## src/sv/kwm_pkg.sv

```systemverilog
package kwm_pkg;

    localparam int DATA_W    = 32;
    localparam int SRC_OUT_W = 4;
    localparam int CFG_W     = 5;
    localparam int APB_W     = 32;
    localparam int PADDR_W   = 3;

    localparam logic [CFG_W-1:0] NUM_LISTS_RST = 5'd16;

    // Register index, taken from paddr[2] (registers sit on 4-byte steps).
    localparam logic REG_NUM_LISTS = 1'b0;

    typedef struct packed {
        logic latch;
        logic push_start;
        logic up_rd;
        logic up_cmp;
        logic advance;
        logic emit_chk;
        logic pop_last;
        logic pop_hold;
        logic dn_l;
        logic dn_r;
        logic dn_cmp;
        logic dn_fin;
        logic emit;
    } t_kwm_cmd;

    typedef struct packed {
        logic has;
        logic full;
        logic i_zero;
        logic up_swap;
        logic more_heads;
        logic size_zero;
        logic l_valid;
        logic r_valid;
        logic best_child;
        logic out_free;
    } t_kwm_status;

endpackage

```

## src/sv/kwm_in_if.sv

```systemverilog
interface kwm_in_if;
    logic                                valid;
    logic                                ready;
    logic signed [kwm_pkg::DATA_W-1:0]   value;
    logic                                has_value;

    modport source (output valid, output value, output has_value, input ready);
    modport sink   (input valid, input value, input has_value, output ready);
endinterface

```

## src/sv/kwm_out_if.sv

```systemverilog
interface kwm_out_if;
    logic                                 valid;
    logic                                 ready;
    logic signed [kwm_pkg::DATA_W-1:0]    out_value;
    logic        [kwm_pkg::SRC_OUT_W-1:0] source_list;
    logic                                 done_res;

    modport source (output valid, output out_value, output source_list, output done_res,
                    input ready);
    modport sink   (input valid, input out_value, input source_list, input done_res,
                    output ready);
endinterface

```

## src/sv/kwm_ram.sv

```systemverilog
module kwm_ram #(
    parameter int WIDTH = 36,
    parameter int DEPTH = 16
) (
    input  logic                     i_clk,
    input  logic                     i_we,
    input  logic [$clog2(DEPTH)-1:0] i_waddr,
    input  logic [WIDTH-1:0]         i_wdata,
    input  logic [$clog2(DEPTH)-1:0] i_raddr,
    output logic [WIDTH-1:0]         o_rdata
);

    logic [WIDTH-1:0] r_mem [DEPTH];
    logic [WIDTH-1:0] r_rdata;

    always_ff @(posedge i_clk) begin
        if (i_we) begin
            r_mem[i_waddr] <= i_wdata;
        end
        r_rdata <= r_mem[i_raddr];
    end

    assign o_rdata = r_rdata;

endmodule

```

## src/sv/kwm_ctrl.sv

```systemverilog
module kwm_ctrl (
    input  logic                 i_clk,
    input  logic                 i_rst_n,
    input  logic                 i_in_valid,
    output logic                 o_in_ready,
    input  kwm_pkg::t_kwm_status i_status,
    output kwm_pkg::t_kwm_cmd    o_cmd
);

    typedef enum logic [12:0] {
        S_IDLE     = 13'b0000000000001,
        S_DECIDE   = 13'b0000000000010,
        S_UP_RD    = 13'b0000000000100,
        S_UP_CMP   = 13'b0000000001000,
        S_ADV      = 13'b0000000010000,
        S_EMIT_CHK = 13'b0000000100000,
        S_POP_LAST = 13'b0000001000000,
        S_POP_HOLD = 13'b0000010000000,
        S_DN_L     = 13'b0000100000000,
        S_DN_R     = 13'b0001000000000,
        S_DN_CMP   = 13'b0010000000000,
        S_DN_FIN   = 13'b0100000000000,
        S_EMIT     = 13'b1000000000000
    } t_state;

    t_state r_state;
    t_state n_state;

    always_ff @(posedge i_clk) begin
        if (!i_rst_n) begin
            r_state <= S_IDLE;
        end else begin
            r_state <= n_state;
        end
    end

    always_comb begin
        n_state    = r_state;
        o_cmd      = '0;
        o_in_ready = 1'b0;
        unique case (r_state)
            S_IDLE: begin
                o_in_ready = 1'b1;
                if (i_in_valid) begin
                    o_cmd.latch = 1'b1;
                    n_state     = S_DECIDE;
                end
            end
            S_DECIDE: begin
                if (i_status.has && !i_status.full) begin
                    o_cmd.push_start = 1'b1;
                    n_state          = S_UP_RD;
                end else begin
                    n_state = S_ADV;
                end
            end
            S_UP_RD: begin
                o_cmd.up_rd = 1'b1;
                n_state     = i_status.i_zero ? S_ADV : S_UP_CMP;
            end
            S_UP_CMP: begin
                o_cmd.up_cmp = 1'b1;
                n_state      = i_status.up_swap ? S_UP_RD : S_ADV;
            end
            S_ADV: begin
                o_cmd.advance = 1'b1;
                n_state       = i_status.more_heads ? S_IDLE : S_EMIT_CHK;
            end
            S_EMIT_CHK: begin
                o_cmd.emit_chk = 1'b1;
                n_state        = i_status.size_zero ? S_EMIT : S_POP_LAST;
            end
            S_POP_LAST: begin
                o_cmd.pop_last = 1'b1;
                n_state        = S_POP_HOLD;
            end
            S_POP_HOLD: begin
                o_cmd.pop_hold = 1'b1;
                n_state        = S_DN_L;
            end
            S_DN_L: begin
                o_cmd.dn_l = 1'b1;
                n_state    = i_status.l_valid ? S_DN_R : S_EMIT;
            end
            S_DN_R: begin
                o_cmd.dn_r = 1'b1;
                n_state    = i_status.r_valid ? S_DN_CMP : S_DN_FIN;
            end
            S_DN_CMP: begin
                o_cmd.dn_cmp = 1'b1;
                n_state      = S_DN_FIN;
            end
            S_DN_FIN: begin
                o_cmd.dn_fin = 1'b1;
                n_state      = i_status.best_child ? S_DN_L : S_EMIT;
            end
            S_EMIT: begin
                if (i_status.out_free) begin
                    o_cmd.emit = 1'b1;
                    n_state    = S_IDLE;
                end
            end
            default: begin
                n_state = S_IDLE;
            end
        endcase
    end

endmodule

```

## src/sv/kwm_dpath.sv

```systemverilog
module kwm_dpath #(
    parameter int MAX_LISTS = 16
) (
    input  logic                                 i_clk,
    input  logic                                 i_rst_n,
    input  logic signed [kwm_pkg::DATA_W-1:0]    i_value,
    input  logic                                 i_has_value,
    input  logic [kwm_pkg::CFG_W-1:0]            i_num_lists,
    input  kwm_pkg::t_kwm_cmd                    i_cmd,
    output kwm_pkg::t_kwm_status                 o_status,
    input  logic                                 i_out_ready,
    output logic                                 o_out_valid,
    output logic signed [kwm_pkg::DATA_W-1:0]    o_out_value,
    output logic [kwm_pkg::SRC_OUT_W-1:0]        o_source_list,
    output logic                                 o_done_res
);

    localparam int LW = $clog2(MAX_LISTS);
    localparam int CW = $clog2(MAX_LISTS + 1);
    localparam int NW = (CW > kwm_pkg::CFG_W) ? CW : kwm_pkg::CFG_W;
    localparam int DW = kwm_pkg::DATA_W;
    localparam int EW = DW + LW;

    // Heap entries are {value, source list}.
    function automatic logic f_before(input logic [EW-1:0] a, input logic [EW-1:0] b);
        logic signed [DW-1:0] va;
        logic signed [DW-1:0] vb;
        va = signed'(a[EW-1 -: DW]);
        vb = signed'(b[EW-1 -: DW]);
        if (va != vb) begin
            return va < vb;
        end
        return a[LW-1:0] < b[LW-1:0];
    endfunction

    logic [CW-1:0]       r_size;
    logic [CW-1:0]       r_cnt;
    logic                r_loading;
    logic [LW-1:0]       r_pending;
    logic                r_has;
    logic [EW-1:0]       r_new;
    logic [LW-1:0]       r_idx;
    logic [EW-1:0]       r_best;
    logic [LW-1:0]       r_best_idx;
    logic                r_best_child;
    logic [DW-1:0]       r_res_value;
    logic [LW-1:0]       r_res_src;
    logic                r_res_done;
    logic                r_out_valid;
    logic [DW-1:0]       r_out_value;
    logic [kwm_pkg::SRC_OUT_W-1:0] r_out_src;
    logic                r_out_done;

    logic                w_we;
    logic [LW-1:0]       w_waddr;
    logic [EW-1:0]       w_wdata;
    logic [LW-1:0]       w_raddr;
    logic [EW-1:0]       w_rdata;

    logic [NW-1:0]       w_nl;
    logic [NW-1:0]       w_n;
    logic [LW-1:0]       w_parent;
    logic [LW+1:0]       w_l;
    logic [LW+1:0]       w_r;
    logic [LW+1:0]       w_sz;
    logic                w_up_swap;
    logic                w_lt_hole;
    logic                w_lt_best;

    kwm_ram #(
        .WIDTH (EW),
        .DEPTH (MAX_LISTS)
    ) u_heap (
        .i_clk   (i_clk),
        .i_we    (w_we),
        .i_waddr (w_waddr),
        .i_wdata (w_wdata),
        .i_raddr (w_raddr),
        .o_rdata (w_rdata)
    );

    // Lists per job, held to 1 .. MAX_LISTS.
    always_comb begin
        w_nl = NW'(i_num_lists);
        if (w_nl == '0) begin
            w_n = NW'(1);
        end else if (w_nl > NW'(MAX_LISTS)) begin
            w_n = NW'(MAX_LISTS);
        end else begin
            w_n = w_nl;
        end
    end

    assign w_parent  = LW'((r_idx - LW'(1)) >> 1);
    assign w_l       = {1'b0, r_idx, 1'b1};
    assign w_r       = w_l + (LW+2)'(1);
    assign w_sz      = (LW+2)'(r_size);
    assign w_up_swap = f_before(r_new, w_rdata);
    assign w_lt_hole = f_before(w_rdata, r_new);
    assign w_lt_best = f_before(w_rdata, r_best);

    always_comb begin
        o_status            = '0;
        o_status.has        = r_has;
        o_status.full       = (r_size == CW'(MAX_LISTS));
        o_status.i_zero     = (r_idx == '0);
        o_status.up_swap    = w_up_swap;
        o_status.more_heads = r_loading && ((NW'(r_cnt) + NW'(1)) < w_n);
        o_status.size_zero  = (r_size == '0);
        o_status.l_valid    = (w_l < w_sz);
        o_status.r_valid    = (w_r < w_sz);
        o_status.best_child = r_best_child;
        o_status.out_free   = !r_out_valid || i_out_ready;
    end

    // Heap port: sift-up and sift-down move a hole and write the held
    // entry only where it finally settles.
    always_comb begin
        w_we    = 1'b0;
        w_waddr = r_idx;
        w_wdata = r_new;
        w_raddr = '0;
        if (i_cmd.up_rd) begin
            if (r_idx == '0) begin
                w_we = 1'b1;
            end else begin
                w_raddr = w_parent;
            end
        end
        if (i_cmd.up_cmp) begin
            w_we = 1'b1;
            if (w_up_swap) begin
                w_wdata = w_rdata;
            end
        end
        if (i_cmd.pop_last) begin
            w_raddr = r_size[LW-1:0];
        end
        if (i_cmd.dn_l) begin
            if (w_l < w_sz) begin
                w_raddr = w_l[LW-1:0];
            end else begin
                w_we = 1'b1;
            end
        end
        if (i_cmd.dn_r) begin
            w_raddr = w_r[LW-1:0];
        end
        if (i_cmd.dn_fin) begin
            w_we = 1'b1;
            if (r_best_child) begin
                w_wdata = r_best;
            end
        end
    end

    always_ff @(posedge i_clk) begin
        if (!i_rst_n) begin
            r_size       <= '0;
            r_cnt        <= '0;
            r_loading    <= 1'b1;
            r_pending    <= '0;
            r_has        <= 1'b0;
            r_best_child <= 1'b0;
            r_out_valid  <= 1'b0;
        end else begin
            if (i_cmd.latch) begin
                r_has <= i_has_value;
            end
            if (i_cmd.push_start) begin
                r_size <= r_size + CW'(1);
            end
            if (i_cmd.advance && r_loading) begin
                if (o_status.more_heads) begin
                    r_cnt <= r_cnt + CW'(1);
                end else begin
                    r_cnt <= '0;
                end
            end
            if (i_cmd.emit_chk) begin
                if (r_size == '0) begin
                    r_loading <= 1'b1;
                    r_cnt     <= '0;
                end else begin
                    r_size <= r_size - CW'(1);
                end
            end
            if (i_cmd.pop_last) begin
                r_pending <= w_rdata[LW-1:0];
                r_loading <= 1'b0;
            end
            if (i_cmd.dn_r) begin
                r_best_child <= w_lt_hole;
            end
            if (i_cmd.dn_cmp && w_lt_best) begin
                r_best_child <= 1'b1;
            end
            if (i_cmd.emit) begin
                r_out_valid <= 1'b1;
            end else if (i_out_ready) begin
                r_out_valid <= 1'b0;
            end
        end
    end

    always_ff @(posedge i_clk) begin
        if (i_cmd.latch) begin
            r_new <= {i_value, (r_loading ? r_cnt[LW-1:0] : r_pending)};
        end
        if (i_cmd.push_start) begin
            r_idx <= r_size[LW-1:0];
        end
        if (i_cmd.up_cmp && w_up_swap) begin
            r_idx <= w_parent;
        end
        if (i_cmd.emit_chk && (r_size == '0)) begin
            r_res_value <= '0;
            r_res_src   <= '0;
            r_res_done  <= 1'b1;
        end
        if (i_cmd.pop_last) begin
            r_res_value <= w_rdata[EW-1 -: DW];
            r_res_src   <= w_rdata[LW-1:0];
            r_res_done  <= 1'b0;
        end
        if (i_cmd.pop_hold) begin
            r_new <= w_rdata;
            r_idx <= '0;
        end
        if (i_cmd.dn_r) begin
            r_best_idx <= w_l[LW-1:0];
            r_best     <= w_lt_hole ? w_rdata : r_new;
        end
        if (i_cmd.dn_cmp && w_lt_best) begin
            r_best_idx <= w_r[LW-1:0];
            r_best     <= w_rdata;
        end
        if (i_cmd.dn_fin && r_best_child) begin
            r_idx <= r_best_idx;
        end
        if (i_cmd.emit) begin
            r_out_value <= r_res_value;
            r_out_src   <= kwm_pkg::SRC_OUT_W'(r_res_src);
            r_out_done  <= r_res_done;
        end
    end

    assign o_out_valid   = r_out_valid;
    assign o_out_value   = signed'(r_out_value);
    assign o_source_list = r_out_src;
    assign o_done_res    = r_out_done;

endmodule

```

## src/sv/k_way_merge_min_heap.sv

```systemverilog
// K-way merge of ascending signed streams through a min-heap of list heads.
// Input channel i_in: one beat per step (value, has_value). A job starts with
// num_lists loading beats, one per list in index order, each giving that list's
// head or marking it empty. Every later beat is the next element of the list
// named by the previous output beat, or an exhausted mark.
// Output channel o_out: one beat per step after the last head (out_value,
// source_list, done_res); ties on value go to the lower list index. A beat
// with done_res set ends the job and the block returns to loading.
// num_lists is written over the APB port at address 0; the user must write it
// only while the block is idle, as the block itself does not enforce this.
// One item at a time: each beat passes the idle, decide and advance states, and a
// push reads and compares the parent per level climbed. A beat with a result adds
// a check and an emit that waits for a free output register; a pop takes the root
// and the last entry, then per level of the sift-down reads the children,
// compares them and writes the hole, all set by the one read port of the heap RAM.
// Reset empties the heap, selects 16 lists and starts in the loading phase.
// A stalled receiver holds the output register; the next input beat is still
// taken and worked on, and its result waits until the register frees up.
module k_way_merge_min_heap #(
    parameter int MAX_LISTS = 16
) (
    input  logic                          i_clk,
    input  logic                          i_rst_n,
    kwm_in_if.sink                        i_in,
    kwm_out_if.source                     o_out,
    input  logic                          psel,
    input  logic                          penable,
    input  logic                          pwrite,
    input  logic [kwm_pkg::PADDR_W-1:0]   paddr,
    input  logic [kwm_pkg::APB_W-1:0]     pwdata,
    output logic [kwm_pkg::APB_W-1:0]     prdata,
    output logic                          pready
);

    logic [kwm_pkg::CFG_W-1:0] r_num_lists;
    kwm_pkg::t_kwm_cmd         w_cmd;
    kwm_pkg::t_kwm_status      w_status;
    logic                      w_in_ready;

    always_ff @(posedge i_clk) begin
        if (!i_rst_n) begin
            r_num_lists <= kwm_pkg::NUM_LISTS_RST;
        end else if (psel && penable && pwrite && (paddr[2] == kwm_pkg::REG_NUM_LISTS)) begin
            r_num_lists <= pwdata[kwm_pkg::CFG_W-1:0];
        end
    end

    assign pready = 1'b1;
    assign prdata = (paddr[2] == kwm_pkg::REG_NUM_LISTS) ?
                    kwm_pkg::APB_W'(r_num_lists) : '0;

    kwm_ctrl u_ctrl (
        .i_clk      (i_clk),
        .i_rst_n    (i_rst_n),
        .i_in_valid (i_in.valid),
        .o_in_ready (w_in_ready),
        .i_status   (w_status),
        .o_cmd      (w_cmd)
    );

    kwm_dpath #(
        .MAX_LISTS (MAX_LISTS)
    ) u_dpath (
        .i_clk         (i_clk),
        .i_rst_n       (i_rst_n),
        .i_value       (i_in.value),
        .i_has_value   (i_in.has_value),
        .i_num_lists   (r_num_lists),
        .i_cmd         (w_cmd),
        .o_status      (w_status),
        .i_out_ready   (o_out.ready),
        .o_out_valid   (o_out.valid),
        .o_out_value   (o_out.out_value),
        .o_source_list (o_out.source_list),
        .o_done_res    (o_out.done_res)
    );

    assign i_in.ready = w_in_ready;

    // At most one datapath action is issued per cycle.
    a_cmd_onehot: assert property (@(posedge i_clk) disable iff (!i_rst_n)
        $onehot0(w_cmd))
        else $error("more than one datapath command in a cycle");

    // An accepted beat is worked on before the next one is taken.
    a_one_in_flight: assert property (@(posedge i_clk) disable iff (!i_rst_n)
        (i_in.valid && w_in_ready) |=> !w_in_ready)
        else $error("input taken while an item is in flight");

    // A done beat carries no element.
    a_done_clean: assert property (@(posedge i_clk) disable iff (!i_rst_n)
        (o_out.valid && o_out.done_res) |->
        (o_out.out_value == 0) && (o_out.source_list == 0))
        else $error("done beat with nonzero payload");

    // A new output beat appears only after the controller emitted it.
    a_out_from_emit: assert property (@(posedge i_clk) disable iff (!i_rst_n)
        $rose(o_out.valid) |-> $past(w_cmd.emit))
        else $error("output valid without an emit");

endmodule
```

## src/flat_wrapper.sv

```systemverilog
// flat-port wrapper written by rule: the top's interface ports become plain ports
module k_way_merge_min_heap_flat 
#(
    parameter int MAX_LISTS = 16
)
  (i_clk, i_rst_n, psel, penable, pwrite, paddr, pwdata, prdata, pready, i_in_valid, i_in_value, i_in_has_value, i_in_ready, o_out_valid, o_out_out_value, o_out_source_list, o_out_done_res, o_out_ready);
  kwm_in_if i_in_i ();
  kwm_out_if o_out_i ();
  input  logic i_clk;
  input  logic i_rst_n;
  input  logic psel;
  input  logic penable;
  input  logic pwrite;
  input  logic [kwm_pkg::PADDR_W-1:0] paddr;
  input  logic [kwm_pkg::APB_W-1:0] pwdata;
  output logic [kwm_pkg::APB_W-1:0] prdata;
  output logic pready;
  input wire logic [$bits(i_in_i.valid)-1:0] i_in_valid;
  input wire logic [$bits(i_in_i.value)-1:0] i_in_value;
  input wire logic [$bits(i_in_i.has_value)-1:0] i_in_has_value;
  output wire logic [$bits(i_in_i.ready)-1:0] i_in_ready;
  output wire logic [$bits(o_out_i.valid)-1:0] o_out_valid;
  output wire logic [$bits(o_out_i.out_value)-1:0] o_out_out_value;
  output wire logic [$bits(o_out_i.source_list)-1:0] o_out_source_list;
  output wire logic [$bits(o_out_i.done_res)-1:0] o_out_done_res;
  input wire logic [$bits(o_out_i.ready)-1:0] o_out_ready;
  assign i_in_i.valid = i_in_valid;
  assign i_in_i.value = i_in_value;
  assign i_in_i.has_value = i_in_has_value;
  assign i_in_ready = i_in_i.ready;
  assign o_out_valid = o_out_i.valid;
  assign o_out_out_value = o_out_i.out_value;
  assign o_out_source_list = o_out_i.source_list;
  assign o_out_done_res = o_out_i.done_res;
  assign o_out_i.ready = o_out_ready;
  k_way_merge_min_heap #(.MAX_LISTS(MAX_LISTS)) u_core (.i_clk(i_clk), .i_rst_n(i_rst_n), .i_in(i_in_i), .o_out(o_out_i), .psel(psel), .penable(penable), .pwrite(pwrite), .paddr(paddr), .pwdata(pwdata), .prdata(prdata), .pready(pready));
endmodule
```

## config.mk

```make
export PLATFORM = sky130hd
export DESIGN_NAME = k_way_merge_min_heap_flat
export DESIGN_NICKNAME = d
export VERILOG_FILES = /design/src/sv/kwm_pkg.sv /design/src/sv/kwm_in_if.sv /design/src/sv/kwm_out_if.sv /design/src/sv/kwm_ram.sv /design/src/sv/kwm_ctrl.sv /design/src/sv/kwm_dpath.sv /design/src/sv/k_way_merge_min_heap.sv /design/src/flat_wrapper.sv
export SDC_FILE = /design/constraint.sdc
export NUM_CORES = 1
export LEC_CHECK = 0
export BUFFER_PORTS_ARGS = -buffer_cell sky130_fd_sc_hd__buf_4
export CAP_MARGIN = 30
export CORE_ASPECT_RATIO = 1.2
export CORE_MARGIN = 3
export CORE_UTILIZATION = 28
export CTS_BUF_LIST = sky130_fd_sc_hd__clkbuf_4 sky130_fd_sc_hd__clkbuf_8
export DETAILED_ROUTE_END_ITERATION = 10
export RECOVER_POWER = 50
export REMOVE_ABC_BUFFERS = 1
export SYNTH_ARGS = -nofsm -noshare
export SYNTH_HDL_FRONTEND = slang
export SYNTH_SLANG_ARGS = --single-unit
```

## constraint.sdc

```tcl
create_clock -name i_clk -period 13.53 [get_ports i_clk]
set_input_delay 2.706 -clock i_clk [delete_from_list [all_inputs] [get_ports i_clk]]
set_output_delay 2.706 -clock i_clk [all_outputs]
set_load 0.01 [all_outputs]
```

=== Word level (Yosys, flattened, before mapping) ===
Memories as Yosys holds them, arrays and structs flattened. A register that Yosys moved wholly into a read port is not among the register bits.
Index checks and enable logic that the tools add are counted.

* Bits in registers: 190
* Logic and storage cells: 168
* Memories kept: 1
* Output and inout bits: 72
* Memory bits (writable): 576
* Input bits: 75

{| class="wikitable"
|+ Memory list
! name !! words !! bits a word !! read ports !! clocked after Yosys merged registers in !! wr ports !! RTL line !! text
|-
| u_core.u_dpath.u_heap.r_mem || 16 || 36 || 1 || 1 || 1 || kwm_ram.sv:13 || <nowiki>logic [WIDTH-1:0] r_mem [DEPTH];</nowiki>
|}

* Order comparisons: 10
* Bitwise operators: 1
* Reductions and logical operators: 25
* Add/sub/neg operators: 5
* Multiplexer cells: 88
* Equality and inequality tests: 19

{| class="wikitable"
|+ Operator list
! cell !! count
|-
| 36-bit 2-to-1 mux || 9
|-
| 13-bit case mux with 13 select lines || 1
|-
| 32-bit less-than comparator || 3
|-
| 32-bit != test || 3
|-
| 13-bit 2-to-1 mux || 5
|-
| 5-bit 2-to-1 mux || 13
|-
| 32-bit 2-to-1 mux || 2
|-
| 4-bit 2-to-1 mux || 13
|-
| 1-bit 2-to-1 mux || 41
|-
| 13-bit by 1-bit == test with 1-bit output (second input constant) || 1
|-
| 13-bit by 10-bit == test with 1-bit output (second input constant) || 1
|-
| 13-bit by 11-bit == test with 1-bit output (second input constant) || 1
|-
| 13-bit by 12-bit == test with 1-bit output (second input constant) || 1
|-
| 13-bit == test (second input constant) || 1
|-
| 13-bit by 2-bit == test with 1-bit output (second input constant) || 1
|-
| 13-bit by 3-bit == test with 1-bit output (second input constant) || 1
|-
| 13-bit by 4-bit == test with 1-bit output (second input constant) || 1
|-
| 13-bit by 5-bit == test with 1-bit output (second input constant) || 1
|-
| 13-bit by 6-bit == test with 1-bit output (second input constant) || 1
|-
| 13-bit by 7-bit == test with 1-bit output (second input constant) || 1
|-
| 13-bit by 8-bit == test with 1-bit output (second input constant) || 1
|-
| 13-bit by 9-bit == test with 1-bit output (second input constant) || 1
|-
| 4-bit less-than comparator || 3
|-
| 12-bit 2-to-1 mux || 1
|-
| 20 further kinds || 41
|}

=== Longest topological paths before layout ===
Gate-level depths: netlist (run 1).

* Depth after elaboration: 9
* Mapped depth: 13
* Gate-level depth less buffers: 10

=== Cells and area by module ===
Synthesis (run 1) repeated with hierarchy kept, for this count alone.

* Cells, all modules: 1972
* Area, all modules: 33583.5 um2

{| class="wikitable"
|+ By module, submodules not included
! module !! times used !! area an instance (um2) !! cells each !! seq. area each (um2)
|-
| kwm_ram || 1 || 22318.9 || 938 || 18017.3
|-
| kwm_dpath || 1 || 9937.0 || 879 || 4974.8
|-
| kwm_ctrl || 1 || 848.3 || 97 || 260.2
|-
| k_way_merge_min_heap || 1 || 479.2 || 58 || 100.1
|}

=== Worst setup path after synthesis (run 1) ===
No wires, ideal clock.

* Path type: input port to output port
* From: input paddr[2] in the netlist's numbering
* To: output prdata[0] in the netlist's numbering
* Slack: 7.940 ns
* Arrival: 2.884 ns
* Data required time: 10.824 ns
* Stages on the path: 1
* Cells stage by stage: nor2b_1

* Cells in the longest elaborated chain, start to end: 1

{| class="wikitable"
|+ Ends and longest elaborated chain
! item !! RTL line !! text
|-
| start, declared || flat_wrapper.sv:14 || <nowiki>input logic [kwm_pkg::PADDR_W-1:0] paddr;</nowiki>
|-
| 5-bit 2-to-1 mux || k_way_merge_min_heap.sv:49 || <nowiki>assign prdata = (paddr[2] == kwm_pkg::REG_NUM_LISTS) ?</nowiki>
|-
| end, declared || flat_wrapper.sv:16 || <nowiki>output logic [kwm_pkg::APB_W-1:0] prdata;</nowiki>
|}

Every way passes these cells.

=== Worst setup path after layout (run 1) ===
* From: register u_core.u_ctrl.r_state[12]
* To: register u_core.u_dpath.u_heap.r_rdata[11], in the netlist u_core.u_dpath.u_heap.o_rdata[11], read port of u_core.u_dpath.u_heap.r_mem

* Cells in the longest elaborated chain, start to end: 7

{| class="wikitable"
|+ Ends and longest elaborated chain
! item !! RTL line !! text
|-
| start, declared || kwm_ctrl.sv:26 || <nowiki>t_state r_state;</nowiki>
|-
| start signal, assigned || kwm_ctrl.sv:33 || <nowiki>r_state <= n_state;</nowiki>
|-
| 13-bit by 3-bit == test with 1-bit output || kwm_ctrl.sv:41 || <nowiki>unique case (r_state)</nowiki>
|-
| 1-bit 2-to-1 mux || kwm_ctrl.sv:41 ||
|-
| 3-bit 2-to-1 mux || kwm_dpath.sv:123 || <nowiki>if (i_cmd.up_rd) begin</nowiki>
|-
| 4-bit 2-to-1 mux || kwm_dpath.sv:136 || <nowiki>if (i_cmd.pop_last) begin</nowiki>
|-
| 4-bit 2-to-1 mux || kwm_dpath.sv:140 || <nowiki>if (w_l < w_sz) begin</nowiki>
|-
| 4-bit 2-to-1 mux || kwm_dpath.sv:139 || <nowiki>if (i_cmd.dn_l) begin</nowiki>
|-
| 4-bit 2-to-1 mux * || kwm_dpath.sv:146 || <nowiki>if (i_cmd.dn_r) begin</nowiki>
|-
| end, declared || kwm_ram.sv:14 || <nowiki>logic [WIDTH-1:0] r_rdata;</nowiki>
|}

Mark *: on every way between the ends. The rest lies on a longest branch, timed or not.
A chain may end at the register's enable or synchronous reset.

==> results by group, run 1 <==
Outcome
  – Status: finished with violations
  – Failing checks: max-capacitance violations, max-slew violations

Setup path
  – Crit start category: flip-flop
  – Critical Path AT: 6.77 ns
  – Cell mode on critical path: o211ai_1
  – Required @ worst endpoint: 14.20 ns
  – Crit-path cells: nor4_1 > nand2_1 > nor3_1 > clkbuf_1 > a22oi_1 > o211ai_1 > and2_0 > buf_4 > o211ai_1 > nand4_1
  – Worst path top cell family by delay: simple AND/OR/NAND/NOR gates
  – Reg2Reg Depth: 10
  – Crit-path slowest cell: clkbuf_1
  – R2r setup slk: 7.44 ns
  – Crit path max fanout: 39
  – CP max stage delay: 1.71 ns
  – RR Endpoint: u_core.u_dpath.u_heap.o_rdata[11]
  – CP Capture Type: flip-flop
  – Bufs and invs on worst path: 2
  – RR Startpoint: u_core.u_ctrl.r_state[12]
  – CP Class: reg -> reg

CTS
  – Post-CTS Hold Fix Bufs: 0
  – Clock Latency Late Sink: 0.78 ns
  – CTS tree: built
  – Bufs on Longest Clock Path: 3
  – Htree depth: 4
  – PostCTS Resize Cnt: 0
  – Clk sinks: 802
  – Worst-path clk slew: 0.06 ns
  – Setup Buffers After CTS: 0
  – Clock Root Buffer: clkbuf_8
  – Total CTS buffers: 136

Synthesis
  – Area fraction in compound gates after synthesis: 6.48%
  – Mux contribution to synthesized area: 11.6%
  – Adder-Cell Fraction of Synth Area: 3.26%
  – Synthesized area: 35000 um2
  – Largest family of logic cells by synthesized area: multiplexers
  – Asr flop ratio synth: 0%
  – Flops & latches, synth: 802
  – Simple-gate share of the synthesized area: 7.95%
  – Register area share after synthesis: 66.8%
  – Yosys top cell by area: edfxtp_1
  – Synth Instances: 2403
  – Main synth FF type: edfxtp_1
  – Synth area leaders: edfxtp_1 (63%), mux2i_1 (6.5%), dfxtp_1 (4.2%), mux2_2 (4.1%), ha_1 (3.3%)
  – Synthesized area per cell: 14.6 um2
  – YS warnings: 0
  – Number of flops mapped to enable cells by yosys: 729
  – Post-synth top cells: edfxtp_1 (729), nand2_1 (275), mux2i_1 (228)
  – Synth Area in XOR/XNOR: 0.301%
  – Top-area cell type share of the netlist area: 62.6%
  – Count leader, synth: edfxtp_1
  – Library cells used by synthesis: 83

Power
  – PwrDens: 126 nW/um2
  – VDD IR max: 0.0714 mV
  – Static leakage power: 13.3 nW

Job
  – Max cap viols: 22

GRT
  – Total gr overflow: 0
  – Largest net degree at the start of global routing: 164
  – Vias in the first global route: 20.2k
  – GRT Total Usage: 13.6%
  – Initial antenna violation count: 5
  – First-pass GRT wire length: 131000 um

Worst hold path
  – Worst hold path class: reg -> reg
  – Hold Path Origin: u_core.u_dpath.r_res_value[4]
  – Hold Path Sink: u_core.u_dpath.o_out_value[4]
  – Hold depth: 0

Detailed routing
  – Routed WL: 88800 um
  – Vias: 20.2k
  – Iteration-0 DRC count of the detailed router: 1670
  – Remaining DRCs: 0
  – Vias/cell: 4.67
  – DRT Pass-1 Iters: 5
  – DR WL/cell: 20.5 um
  – Routed Antenna Nets: 0

Floorplan
  – Die X: 329 um
  – Initial Utilization: 28.3%
  – Row count: 141
  – Io pins: 147
  – Core area: 123000 um2
  – Die Ht: 393 um
  – Area of the die: 129000 um2

Timing
  – Rel. slew slack: -150%
  – Worst Max-Slew Pin Slew: 3.74 ns
  – Period minus WS final: 6.09 ns
  – Clock Skew: 0.0359 ns
  – Pins Over Slew Limit: 687
  – Final hold vios: 0
  – Post-route setup TNS: 0 ns
  – Final setup vio count: 0
  – FMAX: 0.164 GHz
  – RSZ-0062 raised after global routing: false
  – Post-route clock period utilization: 45.0%
  – Final worst slack: 7.44 ns

Final layout
  – Non-Filler Instances: 4331
  – Layout cells sized above 1: 20.0%
  – # fillers: 12.2k
  – Design Area, Final: 40100 um2
  – Final #Nets: 2741
  – Layout area overhead: 14.6%
  – Final Util: 32.5%

Placed design
  – DP HPWL: 49400 um
  – # port buffers: 89
  – Cell Count Post-Placement: 4071
  – Dpl cell area: 37500 um2
  – RePlAce Congestion: 0.792
  – Dpl ws: 7.75 ns
-- placed cells by master, fill, tap and decap left out, types with 10 or more instances in the layout --
master	instances
edfxtp_1	729
nand2_1	273
mux2i_1	228
clkbuf_8	149
mux2_2	126
buf_4	123
o211ai_1	99
ha_1	91
nor2_1	90
inv_1	86
a21oi_1	75
dfxtp_1	73
clkbuf_4	58
nand4_1	39
and2_0	35
mux2_1	32
o211ai_2	29
conb_1	28
nor2b_1	26
clkinv_1	25
nand3_1	24
clkbuf_1	23
o21ai_0	19
nor3_1	15
a32oi_1	11
a21o_1	10
o21a_1	10
-- registers in the layout, summed over array words and instances, names as in the netlist --
| name | cells |
|---|---|
| u_core.u_dpath.r_loading | 1 |
| u_core.u_dpath.r_has | 1 |
| u_core.u_dpath.o_done_res | 1 |
| u_core.u_dpath.r_res_value | 32 |
| u_core.u_dpath.r_res_src | 4 |
| u_core.u_dpath.r_new | 36 |
| u_core.u_dpath.r_res_done | 1 |
| u_core.u_dpath.r_size | 5 |
| u_core.u_dpath.r_idx | 4 |
| u_core.u_dpath.r_cnt | 5 |
| u_core.u_dpath.r_best | 36 |
| u_core.u_dpath.r_best_idx | 4 |
| u_core.u_dpath.u_heap.o_rdata | 36 |
| u_core.u_ctrl.r_state | 13 |
| u_core.u_dpath.r_pending | 4 |
| u_core.r_num_lists | 5 |
| u_core.u_dpath.o_out_value | 32 |
| u_core.u_dpath.u_heap.r_mem | 576 |
| u_core.u_dpath.o_source_list | 4 |
| u_core.u_dpath.o_out_valid | 1 |
| u_core.u_dpath.r_best_child | 1 |
-- cell type report --
cell class / count / area, um2 / area share [%]
Timing Repair Buffer: 151 / 1110 / 2.77
Inverter: 86 / 323 / 0.805
Multi-Input combinational cell: 1398 / 10500 / 26.2
Clock inverter: 42 / 263 / 0.656
Sequential cell: 802 / 23400 / 58.3
Clock buffer: 207 / 2490 / 6.20
Tap cell: 1644 / 2060 / 5.13
Antenna cell: 1 / 2.50 / 0.00624
-- routing by layer --
metal / global-route usage [%] / share of wire [%]
met1: 18.6 / 45
met2: 20.9 / 45
met3: 3.40 / 7.2
met4: 4.93 / 2.7
met5: 0 / 0
-- per-stage QoR --
stage	hold WS (ns)	total power, mW
global route	0.415	5.25
detailed placement	0.405	2.94
floorplan	0.400	2.88
CTS	0.414	5.12
global placement	0.404	2.94
finish	0.412	5.07
-- how the worst max path moves through the flow --
stage,start,end,slack [ns],cells past startpoint
5_1_grt,u_core.u_ctrl.r_state[6],u_core.u_dpath.u_heap.r_mem[0][11],7.04,8
3_5_place_dp,paddr[2],prdata[3],7.75,3
6_report,u_core.u_ctrl.r_state[12],u_core.u_dpath.u_heap.o_rdata[11],7.44,10
2_1_floorplan,u_core.u_ctrl.r_state[12],u_core.u_dpath.u_heap.o_rdata[0],1.19,7
3_3_place_gp,paddr[2],prdata[2],7.75,3
4_1_cts,paddr[2],prdata[3],7.74,3
-- where the power goes --
| part | switching [mW] | internal [mW] |
|---|---|---|
| clock | 0.973 | 1.20 |
| combinational | 0.102 | 0.0525 |
| sequential | 0.0119 | 2.73 |
| total | 1.09 | 3.98 |
-- logic make-up (layout without fill, tap and decap cells) --
| family | Yosys count | count (layout) |
|---|---|---|
| DFF | 802 | 802 |
| and+or+nand+nor | 581 | 581 |
| muxes | 386 | 386 |
| AOI/OAI and AO/OA | 300 | 300 |
| buffers and inverters | 229 | 486 |
| adders and majority gates | 91 | 91 |
| xor gates and xnor gates | 12 | 12 |
| other | 2 | 29 |
No activity file was read; power rests on OpenSTA's default activity.
==> run 2: changes to the inputs <==
- clock period: 13.53 -> 6.32 ns (I/O delays scaled with it)
==> run 2 against run 1 <==
The flow still finishes with violations (max-capacitance violations, max-slew violations). Final area increased by 0.17%. First-iteration DRC count decreased by 0.78%. Sequential cell count stayed put. Worst setup slack got worse by 6.3 ns. Global-route usage rose by 0.12 points. Power grew 120%. Clock skew is 0.0035 ns lower. Routed wire length grew 1.2%. Core utilization up 0.056 points. Sequential power grew 110%.
==> results by group, run 2 (same netlist as run 1, synthesis figures left out) <==
Outcome
  – Failing checks: max-capacitance violations, max-slew violations
  – Status: finished with violations

Floorplan
  – Die Ht: 393 um
  – Initial Utilization: 28.3%
  – Row count: 141
  – Area of the die: 129000 um2
  – Io pins: 147
  – Core area: 123000 um2
  – Die X: 329 um

Detailed routing
  – Iteration-0 DRC count of the detailed router: 1657
  – Vias: 20.4k
  – Routed Antenna Nets: 0
  – Routed WL: 89800 um
  – DRT Pass-1 Iters: 5
  – DR WL/cell: 20.7 um
  – Remaining DRCs: 0
  – Vias/cell: 4.70

GRT
  – Vias in the first global route: 20.1k
  – First-pass GRT wire length: 131000 um
  – Largest net degree at the start of global routing: 143
  – Initial antenna violation count: 4
  – GRT Total Usage: 13.8%
  – Total gr overflow: 0

CTS
  – Post-CTS Hold Fix Bufs: 0
  – CTS tree: built
  – Clock Root Buffer: clkbuf_8
  – Bufs on Longest Clock Path: 3
  – Total CTS buffers: 137
  – Worst-path clk slew: 0.06 ns
  – Clock Latency Late Sink: 0.78 ns
  – Clk sinks: 802
  – PostCTS Resize Cnt: 0
  – Htree depth: 4
  – Setup Buffers After CTS: 0

Timing
  – Period minus WS final: 5.20 ns
  – Final setup vio count: 0
  – Clock Skew: 0.0324 ns
  – Final hold vios: 0
  – FMAX: 0.192 GHz
  – Worst Max-Slew Pin Slew: 2.89 ns
  – Final worst slack: 1.12 ns
  – Rel. slew slack: -92.6%
  – Pins Over Slew Limit: 413
  – RSZ-0062 raised after global routing: false
  – Post-route clock period utilization: 82.3%

Setup path
  – RR Startpoint: u_core.u_dpath.u_heap.o_rdata[12]
  – Crit start category: flip-flop
  – R2r setup slk: 1.12 ns
  – Crit path max fanout: 17
  – CP Class: reg -> reg
  – Required @ worst endpoint: 6.77 ns
  – Reg2Reg Depth: 10
  – CP max stage delay: 1.08 ns
  – CP Capture Type: flip-flop
  – Crit-path cells: ha_1 > and3_1 > nand3_1 > or4b_1 > a211oi_1 > nor2b_1 > a211o_1 > nand2_1 > clkbuf_1 > buf_4
  – Crit path from: u_core.u_dpath.u_heap.o_rdata[12]
  – Critical Path AT: 5.65 ns
  – RR Endpoint: u_core.u_dpath.r_best[19]
  – Setup crit end: u_core.u_dpath.r_best[19]
  – Crit-path slowest cell: clkbuf_1

Placed design
  – RePlAce Congestion: 0.793
  – # port buffers: 89
  – Dpl ws: 2.02 ns
  – DP HPWL: 53200 um

Final layout
  – Register area: 23400 um2
  – Most common cell after layout, fill and taps aside: edfxtp_1
  – Layout cells sized above 1: 19.2%
  – Layout area overhead: 14.8%
  – Most frequent cells in the layout: edfxtp_1 (729), nand2_1 (275), mux2i_1 (228)
  – # fillers: 12.1k
  – Number of flip-flops under the largest register name: 576
  – Final #Nets: 2751
  – Final Util: 32.5%
  – Footprint of the multi-input gates: 10500 um2
  – Top reg by flops: u_core.u_dpath.u_heap.r_mem

Power
  – Static leakage power: 13.3 nW
  – PwrDens: 274 nW/um2
  – VDD IR max: 0.197 mV

Job
  – Max cap viols: 16

Worst hold path
  – Worst hold path class: reg -> reg
[run 2: changes by cell type in the layout (fill, tap and decap cells not counted), moves of 2 or more]
cell / delta
clkbuf_1: +37
buf_4: -35
clkinv_1: -12
clkbuf_8: +7
clkbuf_2: +4
clkbuf_4: -3
buf_12: +2
bufinv_16: +2
diode_2: +2
nand2_1: +2
nand2_2: -2
[run 2: cell type report]
cell class | instances | area share (%)
clock buffer | 211 | 6.38
sequential | 802 | 58.2
inverter | 86 | 0.804
tap | 1644 | 5.12
multi-input combinational | 1398 | 26.1
timing repair buffer | 160 | 2.66
clock inverter | 34 | 0.717
antenna | 3 | 0.0187
[run 2: metal layers]
metal	track usage (%)	vias to the layer above	routed length (um)
li1	-	9384	-
met1	18.4	10220	40400
met2	21.8	638	41200
met3	3.36	137	5970
met4	4.66	0	2270
met5	0	-	0
[run 2: power by group]
group / switching, mW / internal [mW] / total [mW] / leakage, nW
logic: 0.222 / 0.109 / 0.331 / 4.80
registers: 0.0221 / 5.84 / 5.86 / 6.97
clock network: 2.07 / 2.71 / 4.79 / 1.51
[run 2: worst max-delay path, delay by kind of cell, from the launching register on]
| kind | cells | cell delay (ns) |
|---|---|---|
| and+or+nand+nor | 5 | 1.82 |
| buffers and inverters | 2 | 1.52 |
| AOI/OAI and AO/OA | 2 | 0.76 |
| DFF | 1 | 0.40 |
| adders and majority gates | 1 | 0.32 |
[run 2: worst min-delay path by stage]
stage                                      to  depth (start not counted)                      startpoint  slack [ns]
2_1_floorplan   u_core.u_dpath.o_out_value[0]                          0   u_core.u_dpath.r_res_value[0]        0.40
3_3_place_gp   u_core.u_dpath.o_out_value[31]                          0  u_core.u_dpath.r_res_value[31]        0.40
3_5_place_dp   u_core.u_dpath.o_out_value[14]                          0  u_core.u_dpath.r_res_value[14]        0.40
4_1_cts        u_core.u_dpath.o_out_value[14]                          0  u_core.u_dpath.r_res_value[14]        0.41
6_report       u_core.u_dpath.o_out_value[14]                          0  u_core.u_dpath.r_res_value[14]        0.42
5_1_grt        u_core.u_dpath.o_out_value[14]                          0  u_core.u_dpath.r_res_value[14]        0.42
[run 2: metrics by stage]
step	power [mW]	setup TNS (ns)	cell area [um2]	hold WS [ns]	cells
6_report	11.0	0	40100	0.415	4338
5_1_grt	11.4	0	40100	0.422	4337
4_1_cts	11.1	0	40400	0.414	4323
3_5_place_dp	6.30	0	37600	0.405	4078
3_3_place_gp	6.29	0	37400	0.403	4063
2_1_floorplan	6.16	-213.16	34100	0.400	2286
